--- src/rtl/dcrd_pkg.sv ---
package dcrd_pkg;

    localparam int ADC_BITS    = 12;
    localparam int FRAC_BITS   = 16;
    localparam int OFF_W       = ADC_BITS + FRAC_BITS;
    localparam int DECIM_RATIO = 5;
    localparam int PHASE_W     = $clog2(DECIM_RATIO);
    localparam int CLIP_W      = 15;
    localparam int WARM_W      = 14;
    localparam int SHIFT_W     = 4;
    localparam int COEFF_W     = 16;
    localparam int PCM_W       = 16;
    localparam int QDEPTH      = 4;
    localparam int QPTR_W      = $clog2(QDEPTH);
    localparam int CFG_IDX_W   = 2;
    localparam int CFG_DATA_W  = 16;

    localparam logic [CFG_IDX_W-1:0] CFG_CLIP_LENGTH    = 2'd0;
    localparam logic [CFG_IDX_W-1:0] CFG_WARMUP_SAMPLES = 2'd1;
    localparam logic [CFG_IDX_W-1:0] CFG_PCM_SHIFT      = 2'd2;
    localparam logic [CFG_IDX_W-1:0] CFG_EMA_COEFF      = 2'd3;

    localparam logic [CLIP_W-1:0]  CLIP_LENGTH_RESET = 15'd24000;
    localparam logic [WARM_W-1:0]  WARMUP_RESET      = 14'd10000;
    localparam logic [SHIFT_W-1:0] PCM_SHIFT_RESET   = 4'd4;
    localparam logic [COEFF_W-1:0] EMA_COEFF_RESET   = 16'd328;
    // mid scale of the converter in integer.fraction form
    localparam logic [OFF_W-1:0]   OFFSET_RESET      = OFF_W'(1) << (OFF_W - 1);

    localparam logic OP_SAMPLE = 1'b0;
    localparam logic OP_START  = 1'b1;

    typedef struct packed {
        logic                op;
        logic [ADC_BITS-1:0] adc_sample;
    } in_item_t;

    typedef struct packed {
        logic signed [PCM_W-1:0] pcm_sample;
        logic                    last_of_clip;
    } out_item_t;

    // work handed from front to back: every entry updates the filter
    typedef struct packed {
        logic [ADC_BITS-1:0] x;
        logic                emit;
        logic                last;
    } cmd_t;

    typedef struct packed {
        logic [COEFF_W-1:0] coeff;
        logic [SHIFT_W-1:0] shift;
    } filt_cfg_t;

endpackage

--- src/rtl/dcrd_queue.sv ---
module dcrd_queue
(
    input  logic          clk,
    input  logic          rst_n,
    input  logic          push,
    input  dcrd_pkg::cmd_t push_cmd,
    output logic          full,
    input  logic          pop,
    output logic          empty,
    output dcrd_pkg::cmd_t pop_cmd
);

    dcrd_pkg::cmd_t mem [dcrd_pkg::QDEPTH];

    logic [dcrd_pkg::QPTR_W-1:0] wr_ptr_reg;
    logic [dcrd_pkg::QPTR_W-1:0] rd_ptr_reg;
    logic [dcrd_pkg::QPTR_W:0]   count_reg;
    logic [dcrd_pkg::QPTR_W:0]   count_next;

    assign full    = (count_reg == (dcrd_pkg::QPTR_W+1)'(dcrd_pkg::QDEPTH));
    assign empty   = (count_reg == '0);
    assign pop_cmd = mem[rd_ptr_reg];

    always_comb
    begin
        count_next = count_reg;
        if (push && !pop)
        begin
            count_next = count_reg + 1'b1;
        end
        else if (pop && !push)
        begin
            count_next = count_reg - 1'b1;
        end
    end

    always_ff @(posedge clk or negedge rst_n)
    begin
        if (!rst_n)
        begin
            wr_ptr_reg <= '0;
            rd_ptr_reg <= '0;
            count_reg  <= '0;
        end
        else
        begin
            if (push)
            begin
                wr_ptr_reg <= wr_ptr_reg + 1'b1;
            end
            if (pop)
            begin
                rd_ptr_reg <= rd_ptr_reg + 1'b1;
            end
            count_reg <= count_next;
        end
    end

    always_ff @(posedge clk)
    begin
        if (push)
        begin
            mem[wr_ptr_reg] <= push_cmd;
        end
    end

endmodule

--- src/rtl/dcrd_front.sv ---
module dcrd_front
(
    input  logic                               clk,
    input  logic                               rst_n,
    input  logic                               in_valid,
    output logic                               in_ready,
    input  dcrd_pkg::in_item_t                 in_data,
    input  logic                               cfg_valid,
    output logic                               cfg_ready,
    input  logic [dcrd_pkg::CFG_IDX_W-1:0]     cfg_index,
    input  logic [dcrd_pkg::CFG_DATA_W-1:0]    cfg_data,
    input  logic                               q_full,
    output logic                               push,
    output dcrd_pkg::cmd_t                     push_cmd,
    output dcrd_pkg::filt_cfg_t                filt_cfg
);

    logic [dcrd_pkg::CLIP_W-1:0]  clip_length_reg;
    logic [dcrd_pkg::SHIFT_W-1:0] pcm_shift_reg;
    logic [dcrd_pkg::COEFF_W-1:0] ema_coeff_reg;

    logic [dcrd_pkg::WARM_W-1:0]  warmup_left_reg, warmup_left_next;
    logic                         start_pending_reg, start_pending_next;
    logic                         capturing_reg, capturing_next;
    logic [dcrd_pkg::PHASE_W-1:0] phase_reg, phase_next;
    logic [dcrd_pkg::CLIP_W-1:0]  emitted_reg, emitted_next;

    logic                         accept;
    logic                         cfg_write;
    logic                         cap;
    logic                         keep;
    logic [dcrd_pkg::CLIP_W-1:0]  emitted_inc;
    logic                         is_last;

    assign in_ready  = !q_full;
    assign accept    = in_valid && in_ready;
    assign cfg_ready = 1'b1;
    assign cfg_write = cfg_valid && cfg_ready;

    assign filt_cfg.coeff = ema_coeff_reg;
    assign filt_cfg.shift = pcm_shift_reg;

    always_comb
    begin
        warmup_left_next   = warmup_left_reg;
        start_pending_next = start_pending_reg;
        capturing_next     = capturing_reg;
        phase_next         = phase_reg;
        emitted_next       = emitted_reg;
        push               = 1'b0;
        push_cmd.x         = in_data.adc_sample;
        push_cmd.emit      = 1'b0;
        push_cmd.last      = 1'b0;
        cap                = capturing_reg;
        keep               = (phase_reg != dcrd_pkg::PHASE_W'(dcrd_pkg::DECIM_RATIO - 1));
        emitted_inc        = emitted_reg + 1'b1;
        is_last            = (emitted_inc >= clip_length_reg) || (emitted_inc == '0);

        if (cfg_write && cfg_index == dcrd_pkg::CFG_WARMUP_SAMPLES && warmup_left_reg != '0)
        begin
            warmup_left_next = cfg_data[dcrd_pkg::WARM_W-1:0];
        end

        if (accept)
        begin
            if (in_data.op == dcrd_pkg::OP_START)
            begin
                if (!capturing_reg && clip_length_reg != '0)
                begin
                    if (warmup_left_reg != '0)
                    begin
                        start_pending_next = 1'b1;
                    end
                    else
                    begin
                        capturing_next = 1'b1;
                        phase_next     = '0;
                        emitted_next   = '0;
                    end
                end
            end
            else if (warmup_left_reg != '0)
            begin
                // settling beat: filter only
                push             = 1'b1;
                warmup_left_next = warmup_left_reg - 1'b1;
            end
            else
            begin
                // phase and count already sit at zero whenever not capturing
                if (!capturing_reg && start_pending_reg)
                begin
                    start_pending_next = 1'b0;
                    cap                = (clip_length_reg != '0);
                end
                capturing_next = cap;
                if (cap)
                begin
                    push          = 1'b1;
                    push_cmd.emit = keep;
                    if (!keep)
                    begin
                        phase_next = '0;
                    end
                    else
                    begin
                        phase_next = phase_reg + 1'b1;
                        if (is_last)
                        begin
                            push_cmd.last  = 1'b1;
                            capturing_next = 1'b0;
                            emitted_next   = '0;
                            phase_next     = '0;
                        end
                        else
                        begin
                            emitted_next = emitted_inc;
                        end
                    end
                end
            end
        end
    end

    always_ff @(posedge clk or negedge rst_n)
    begin
        if (!rst_n)
        begin
            clip_length_reg   <= dcrd_pkg::CLIP_LENGTH_RESET;
            pcm_shift_reg     <= dcrd_pkg::PCM_SHIFT_RESET;
            ema_coeff_reg     <= dcrd_pkg::EMA_COEFF_RESET;
            warmup_left_reg   <= dcrd_pkg::WARMUP_RESET;
            start_pending_reg <= 1'b0;
            capturing_reg     <= 1'b0;
            phase_reg         <= '0;
            emitted_reg       <= '0;
        end
        else
        begin
            if (cfg_write)
            begin
                case (cfg_index)
                    dcrd_pkg::CFG_CLIP_LENGTH:
                    begin
                        clip_length_reg <= cfg_data[dcrd_pkg::CLIP_W-1:0];
                    end
                    dcrd_pkg::CFG_PCM_SHIFT:
                    begin
                        pcm_shift_reg <= cfg_data[dcrd_pkg::SHIFT_W-1:0];
                    end
                    dcrd_pkg::CFG_EMA_COEFF:
                    begin
                        ema_coeff_reg <= cfg_data[dcrd_pkg::COEFF_W-1:0];
                    end
                    default:
                    begin
                    end
                endcase
            end
            warmup_left_reg   <= warmup_left_next;
            start_pending_reg <= start_pending_next;
            capturing_reg     <= capturing_next;
            phase_reg         <= phase_next;
            emitted_reg       <= emitted_next;
        end
    end

endmodule

--- src/rtl/dcrd_back.sv ---
module dcrd_back
(
    input  logic                clk,
    input  logic                rst_n,
    input  logic                q_empty,
    input  dcrd_pkg::cmd_t      q_cmd,
    output logic                pop,
    input  dcrd_pkg::filt_cfg_t filt_cfg,
    output logic                out_valid,
    input  logic                out_ready,
    output dcrd_pkg::out_item_t out_data
);

    localparam int PROD_W = dcrd_pkg::OFF_W + dcrd_pkg::COEFF_W + 2;

    logic [dcrd_pkg::OFF_W-1:0]        dc_reg, dc_next;
    logic                              s1_valid_reg, s1_valid_next;
    dcrd_pkg::cmd_t                    s1_cmd_reg;
    logic                              out_valid_reg, out_valid_next;
    dcrd_pkg::out_item_t               out_data_reg;

    logic                              out_free;
    logic                              s1_free;
    logic                              out_load;

    logic signed [dcrd_pkg::OFF_W:0]   diff_f;
    logic signed [dcrd_pkg::COEFF_W:0] coef_s;
    logic signed [PROD_W-1:0]          prod;
    logic signed [PROD_W-1:0]          rnd;
    logic signed [PROD_W-1:0]          step;

    logic signed [dcrd_pkg::OFF_W:0]    diff_o;
    logic signed [dcrd_pkg::ADC_BITS:0] ipart;
    logic signed [dcrd_pkg::ADC_BITS:0] ipart_t;
    logic        [dcrd_pkg::PCM_W-1:0]  ext;
    logic        [dcrd_pkg::PCM_W-1:0]  pcm;

    assign out_free = !out_valid_reg || out_ready;
    assign s1_free  = !s1_valid_reg || !s1_cmd_reg.emit || out_free;
    assign out_load = s1_valid_reg && s1_cmd_reg.emit && out_free;
    assign pop      = !q_empty && s1_free;

    // dc += (c * (x - dc) + half) >> 16, same as the weighted sum form
    assign diff_f = $signed({1'b0, q_cmd.x, {dcrd_pkg::FRAC_BITS{1'b0}}})
                  - $signed({1'b0, dc_reg});
    assign coef_s = $signed({1'b0, filt_cfg.coeff});
    assign prod   = coef_s * diff_f;
    assign rnd    = prod + (PROD_W'(1) <<< (dcrd_pkg::FRAC_BITS - 1));
    assign step   = rnd >>> dcrd_pkg::FRAC_BITS;
    assign dc_next = dc_reg + step[dcrd_pkg::OFF_W-1:0];

    // centered value from the updated offset, truncated toward zero
    assign diff_o = $signed({1'b0, s1_cmd_reg.x, {dcrd_pkg::FRAC_BITS{1'b0}}})
                  - $signed({1'b0, dc_reg});
    assign ipart  = diff_o[dcrd_pkg::OFF_W:dcrd_pkg::FRAC_BITS];

    always_comb
    begin
        ipart_t = ipart;
        if (diff_o[dcrd_pkg::OFF_W] && (|diff_o[dcrd_pkg::FRAC_BITS-1:0]))
        begin
            ipart_t = ipart + 1'b1;
        end
    end

    assign ext = dcrd_pkg::PCM_W'(ipart_t);
    assign pcm = ext << filt_cfg.shift;

    always_comb
    begin
        s1_valid_next = s1_valid_reg;
        if (pop)
        begin
            s1_valid_next = 1'b1;
        end
        else if (s1_free)
        begin
            s1_valid_next = 1'b0;
        end

        out_valid_next = out_valid_reg;
        if (out_load)
        begin
            out_valid_next = 1'b1;
        end
        else if (out_ready)
        begin
            out_valid_next = 1'b0;
        end
    end

    always_ff @(posedge clk or negedge rst_n)
    begin
        if (!rst_n)
        begin
            dc_reg        <= dcrd_pkg::OFFSET_RESET;
            s1_valid_reg  <= 1'b0;
            out_valid_reg <= 1'b0;
        end
        else
        begin
            if (pop)
            begin
                dc_reg <= dc_next;
            end
            s1_valid_reg  <= s1_valid_next;
            out_valid_reg <= out_valid_next;
        end
    end

    always_ff @(posedge clk)
    begin
        if (pop)
        begin
            s1_cmd_reg <= q_cmd;
        end
        if (out_load)
        begin
            out_data_reg.pcm_sample   <= $signed(pcm);
            out_data_reg.last_of_clip <= s1_cmd_reg.last;
        end
    end

    assign out_valid = out_valid_reg;
    assign out_data  = out_data_reg;

endmodule

--- src/rtl/audio_dc_remove_decimate_capture_unit.sv ---
// channel   direction  beat contents
// in        in         op, adc_sample (sample or start command)
// out       out        pcm_sample, last_of_clip
// cfg       in         cfg_index, cfg_data (register write)
//
// one input beat per cycle when the result side keeps up; a kept sample passes
// through the queue, the filter register and the output register to out_valid
// the filter update is one 17x29 multiply and add per cycle while the back pops
// reset brings the registers to their defaults and the offset to mid scale
// a stalled result side fills the four-entry queue, then in_ready drops
module audio_dc_remove_decimate_capture_unit
(
    input  logic                            clk,
    input  logic                            rst_n,
    input  logic                            in_valid,
    output logic                            in_ready,
    input  dcrd_pkg::in_item_t              in_data,
    output logic                            out_valid,
    input  logic                            out_ready,
    output dcrd_pkg::out_item_t             out_data,
    input  logic                            cfg_valid,
    output logic                            cfg_ready,
    input  logic [dcrd_pkg::CFG_IDX_W-1:0]  cfg_index,
    input  logic [dcrd_pkg::CFG_DATA_W-1:0] cfg_data
);

    logic                push;
    dcrd_pkg::cmd_t      push_cmd;
    logic                q_full;
    logic                q_empty;
    logic                pop;
    dcrd_pkg::cmd_t      pop_cmd;
    dcrd_pkg::filt_cfg_t filt_cfg;

    dcrd_front u_front
    (
        .clk       (clk),
        .rst_n     (rst_n),
        .in_valid  (in_valid),
        .in_ready  (in_ready),
        .in_data   (in_data),
        .cfg_valid (cfg_valid),
        .cfg_ready (cfg_ready),
        .cfg_index (cfg_index),
        .cfg_data  (cfg_data),
        .q_full    (q_full),
        .push      (push),
        .push_cmd  (push_cmd),
        .filt_cfg  (filt_cfg)
    );

    dcrd_queue u_queue
    (
        .clk      (clk),
        .rst_n    (rst_n),
        .push     (push),
        .push_cmd (push_cmd),
        .full     (q_full),
        .pop      (pop),
        .empty    (q_empty),
        .pop_cmd  (pop_cmd)
    );

    dcrd_back u_back
    (
        .clk       (clk),
        .rst_n     (rst_n),
        .q_empty   (q_empty),
        .q_cmd     (pop_cmd),
        .pop       (pop),
        .filt_cfg  (filt_cfg),
        .out_valid (out_valid),
        .out_ready (out_ready),
        .out_data  (out_data)
    );

endmodule

--- config.mk ---
export PLATFORM = sky130hd
export DESIGN_NAME = audio_dc_remove_decimate_capture_unit
export DESIGN_NICKNAME = d
export VERILOG_FILES = /design/src/rtl/dcrd_pkg.sv /design/src/rtl/dcrd_queue.sv /design/src/rtl/dcrd_front.sv /design/src/rtl/dcrd_back.sv /design/src/rtl/audio_dc_remove_decimate_capture_unit.sv
export SDC_FILE = /design/constraint.sdc
export NUM_CORES = 2
export LEC_CHECK = 0
export ABC_AREA = 1
export BUFFER_PORTS_ARGS = -buffer_cell sky130_fd_sc_hd__buf_2
export CAP_MARGIN = 40
export CORE_UTILIZATION = 38
export CTS_CLUSTER_DIAMETER = 30
export DETAILED_ROUTE_END_ITERATION = 10
export SYNTH_ARGS = -nofsm -noshare
export SYNTH_HDL_FRONTEND = slang
export SYNTH_SLANG_ARGS = --single-unit
--- constraint.sdc ---
create_clock -name clk -period 9.33 [get_ports clk]
set_clock_uncertainty 0.05 [all_clocks]
set_input_delay 1.3995 -clock clk [delete_from_list [all_inputs] [get_ports clk]]
set_output_delay 1.3995 -clock clk [all_outputs]
set_load 0.1 [all_outputs]
# ---- Yosys cells after proc, flatten, opt, wreduce, memory -nomap -nowiden
# Memories as Yosys holds them, arrays and structs flattened.
# Cells that the tools add are included.
dict set report classes {
  n_reduce_logical 42
  multipliers 1
  shifts 1
  eq_ne 9
  n_addsub 12
  n_lt_le_gt_ge 1
  mux 53
}
# cell n
set ops {}
lappend ops {{two-way mux 15 bit} 7}
lappend ops {{subtractor 28 x 28 -> 29 bit} 2}
lappend ops {{two-way mux 14 bit} 4}
lappend ops {{adder 44 x 17 -> 44 bit, second input constant} 1}
lappend ops {{multiplier 17 x 29 -> 44 bit} 1}
lappend ops {{adder 28 bit} 1}
lappend ops {{two-way mux 1 bit} 28}
lappend ops {{two-way mux 3 bit} 9}
lappend ops {{OR reduction 16 bit} 1}
lappend ops {{left shift 16 x 4 -> 16 bit} 1}
lappend ops {{adder 15 x 1 -> 15 bit, second input constant} 1}
lappend ops {{greater-or-equal comparator 15 bit} 1}
lappend ops {{logical NOT 15 bit} 1}
lappend ops {{nonzero test 15 bit} 1}
lappend ops {{nonzero test 14 bit} 1}
lappend ops {{subtractor 14 x 1 -> 14 bit, second input constant} 1}
lappend ops {{adder 13 x 1 -> 13 bit, second input constant} 1}
lappend ops {{two-way mux 13 bit} 1}
lappend ops {{nonzero test 2 bit} 6}
lappend ops {{logical AND 1 bit} 11}
lappend ops {{AND reduction 5 bit} 2}
lappend ops {{logical NOT 1 bit} 8}
lappend ops {{two-way mux 2 bit} 4}
lappend ops {{adder 3 x 1 -> 3 bit, second input constant} 2}
lappend ops {{14 further kinds} 23}
dict set report totals {
  ram_bits 56
  word_cells 139
  out_inout_bits 20
  n_memories 1
  regBits 137
}
# memory words word_bits read_ports rd_ports_with_merged_regs write_ports line
set memory_table {}
lappend memory_table {u_queue.mem 4 14 1 0 1 dcrd_queue.sv:13} ;# dcrd_pkg::cmd_t mem [dcrd_pkg::QDEPTH];

# ---- Logic depth before layout (Yosys ltp)
dict set report logic_depth {
  word_depth 14
  mapped_depth 54
  mapped_depth_nobuf 53
}

# ---- Hierarchy
# A second synthesis with hierarchy kept.
dict set report hier_totals {
  hier_cells 3806
  hier_area_um2 29883.7
}
# mod cells_per_inst area_each_um2 n_inst
set by_module_without_submodules {}
lappend by_module_without_submodules {dcrd_back 2987 22784.4 1}
lappend by_module_without_submodules {dcrd_front 609 4466.8 1}
lappend by_module_without_submodules {dcrd_queue 210 2632.5 1}

# ---- Worst setup path before layout
# OpenSTA, ideal clock, no wires.
dict set report synth_path {
  path_kind {reg-to-reg}
  startpoint {reg u_queue.rd_ptr_reg[0] in the netlist's numbering}
  endpoint {reg u_back.dc_reg[20] in the netlist's numbering}
  n_path_buf 1
  t_arrival_ns 9.009
  path_stages_with_launch 51
  setup_time_ns 0.131
  t_required_ns 9.149
  setup_slack_ns 0.139
  path_cell_list {dfrtp_1 clkinv_1 clkbuf_1 nor2_1 o22ai_1 ha_1 inv_1 nor2_1 inv_1 o21ai_2 inv_2 o21ai_2 inv_2 o21ai_2 xor2_1 inv_2 nor2_1 fa_1 (+15 left out) a21oi_1 o21ai_0 a21oi_1 xnor2_1 ha_1 nand2_1 nor2_1 a211oi_1 o21ai_0 a21oi_1 o21ai_0 nand2_1 nand2_1 nand3_1 nand2_1 or2_2 nand3_1 o21ai_0}
}
# item line
set synth_rtl {}
lappend synth_rtl {{start: declaration} dcrd_queue.sv:16} ;# logic [dcrd_pkg::QPTR_W-1:0] rd_ptr_reg;
lappend synth_rtl {{start signal: assignment} dcrd_queue.sv:53} ;# rd_ptr_reg <= rd_ptr_reg + 1'b1;
lappend synth_rtl {{end signal: assignment} dcrd_back.sv:96} ;# dc_reg <= dcrd_pkg::OFFSET_RESET;
lappend synth_rtl {{end signal: assignment} dcrd_back.sv:104} ;# dc_reg <= dc_next;
lappend synth_rtl {{end: declaration} dcrd_back.sv:16} ;# logic [dcrd_pkg::OFF_W-1:0] dc_reg, dc_next;

==> out/summary.txt <==
area of the multi-input gates - 21,770 um2
DP HPWL - 72,840 um
Via density - 4.929
RePlAce Congestion - 0.9406
wire per inst - 17.50 um
CTS Root Cell - clkbuf_16
Die Wd - 279.5 um
DRT Pass-1 Iters - 5
Synth Net Count - 4,376
launching element type of the critical path - flop
met1 wire length - 38,830 um
worst setup path start - u_queue.rd_ptr_reg[0]
period utilization - 98.14%
R2R Path End - u_back.dc_reg[27]
critical path endpoint category - flop
worst reg2reg path depth - 49
Reg area - 5288 um2
GRT Util Overall - 22.99%
metal2 WL - 41,220 um
most common cell after layout, fill and taps aside - inv_1
total gr overflow - 0
critical path arrival - 9.53 ns
initial antenna violation count - 2
fill count - 7,529
setup TNS - 0 ns
RSZ-0062 raised after global routing - yes
Remaining DRCs - 0
Final WS setup - 0.1733 ns
status - finished, final reports clean
#FFs+latches synth - 193
CTS Buffer Depth - 2
antenna fix cells - 0
yosys warns - 0
Cells after Synth - 3,694
vias in the first global route - 24.87k
final slew viol count - 0
reg-to-reg setup timing slack - 0.17 ns
CP most frequent cell - inv_1
number of flip-flops in the largest register - 56
reg-to-reg critical path startpoint - u_queue.rd_ptr_reg[0]
async set or reset register ratio after synthesis - 54.92%
Post-Place Worst Slack - -0.2915 ns
Port Buffers - 54
final net count - 4,699
share of the synthesized area in the top cell type - 29.82%
DRT Wirelength - 88,540 um
largest cells by area after synthesis - fa_1, inv_1, ha_1
Area Overhead vs Synth - 20.34%
clock tree from TritonCTS - built
Setup CP Type - reg -> reg
sequential share of the synthesized area - 18.06%
core area - 76,080 um2
clock-pin transition on the worst setup and hold timing paths - 0.10 ns
Worst Tran Pin Value - 0.9843 ns
setup violators final - 0
initial core utilization - 38.48%
post-route minimum period - 9.157 ns
Hold Fails Final Rpt - 0
worst skew pair latency - 0.49 ns
worst hold-check path type - reg -> reg
crit path to - u_back.dc_reg[27]
I/O pin count - 56
Most used DFF post-synth - dfrtp_1
Post-DRT Antenna Nets - 0
crit-path max cell delay - 0.54 ns
CTS Buf Count - 17
dominant cell type by area after synthesis - fa_1
met3 wire length - 5119 um
Num Clock Sinks - 193
Avg Inst Size Synth - 7.924 um2
Vias - 24.94k
Post-synth EDFFs - 87
Max-Cap Viols - 0
initial drt markers - 1,672
layout cell share with drive strength beyond 1 - 19.95%
Max Clock Freq - 0.1092 GHz
Unique masters post-synth - 68
top layer in use - met4
crit path max-delay cell type - fa_1
global-route wire length before repair - 138,100 um
cell row count - 101
H-tree depth - 4
relative slew slack - 34.31%
worst endpoint required time - 9.70 ns
Final Cell Area - 35,230 um2
largest net degree at the start of global routing - 55
die height - 279.5 um
dpl cell area - 32,850 um2
Worst Path Max Fanout - 6
Post-Syn Area - 29,270 um2
DIE AREA - 78,140 um2
most frequent cells in the layout - inv_1, nand2_1, fa_1
-- cell usage after synthesis (all sizes together) (2+ instances only) --
cell type	instances
clkbuf	80
o211ai	7
a211oi	2
nand4	24
and3	6
xnor2	33
o21bai	7
o21ai	197
ha	210
nand2	697
dfstp	17
a31oi	8
nor3	29
o31ai	3
o21a	4
nand3	174
buf	16
o22ai	18
or2	21
edfxtp	87
nand3b	12
a21o	5
a21boi	3
a31o	2
clkinv	15
a221oi	4
xor2	54
nor4	11
fa	436
dfrtp	89
a21oi	131
inv	837
nor2	443
-- cell families after synthesis --
group	synth area share, %
flops	18.06
mux	0.03847
compound gates	7.459
xor+xnor	2.744
fa+ha+maj	38.80
other cells	0.01281
simple gates	20.54
buf+inv	12.35
-- routing by layer --
metal	global-route usage, %	up-vias
met4	8.379	0
li1	-	11903
met3	3.078	155
met5	0	-
met2	37.61	728
met1	31.08	12153
-- worst min-delay path by stage --
stage               slack [ns]                 start                    to  depth (start not counted)
floorplan                 0.35  u_back.s1_cmd_reg[0]    u_back.out_data[0]                          0
global placement          0.40     u_back.dc_reg[27]     u_back.dc_reg[27]                          2
finish                    0.41     u_back.dc_reg[27]     u_back.dc_reg[27]                          2
CTS                       0.42     u_back.dc_reg[27]     u_back.dc_reg[27]                          2
global route              0.46  u_queue.count_reg[2]  u_queue.count_reg[2]                          1
detailed placement        0.41     u_back.dc_reg[27]     u_back.dc_reg[27]                          2
-- worst max-delay path, delay by kind of cell, from the launching register on --
family | cells | cell delay, ns
xor+xnor | 2 | 0.34
compound gates | 4 | 0.68
flops | 1 | 0.47
buf+inv | 16 | 1.69
simple gates | 18 | 2.00
fa+ha+maj | 9 | 3.84
-- layout make-up --
type,instances,area share (%)
timing repair buffer,400,8.521
clock inverter,15,0.6252
multi-input combinational,2553,61.82
inverter,852,9.161
tap,1030,3.659
sequential,193,15.01
clock buffer,17,1.208
-- metrics by stage --
stage	hold WS, ns	util (%)	cells
6_report	0.4114	46.30	5060
5_1_grt	0.4583	46.30	5060
4_1_cts	0.4192	44.23	5032
3_5_place_dp	0.4066	43.18	4996
3_3_place_gp	0.4000	43.11	4993
2_1_floorplan	0.3503	-	3694
-- repair_timing --
item,4_1_cts,5_1_grt
pin swaps,10,139
setup buffers,4,30
hold buffers,0,0
setup endpoints to repair,11,17
resized for setup,28,326
Power is left out: the tool's default activity adds up to more than one toggle a clock period on the data nets, which glitch-free logic cannot reach.
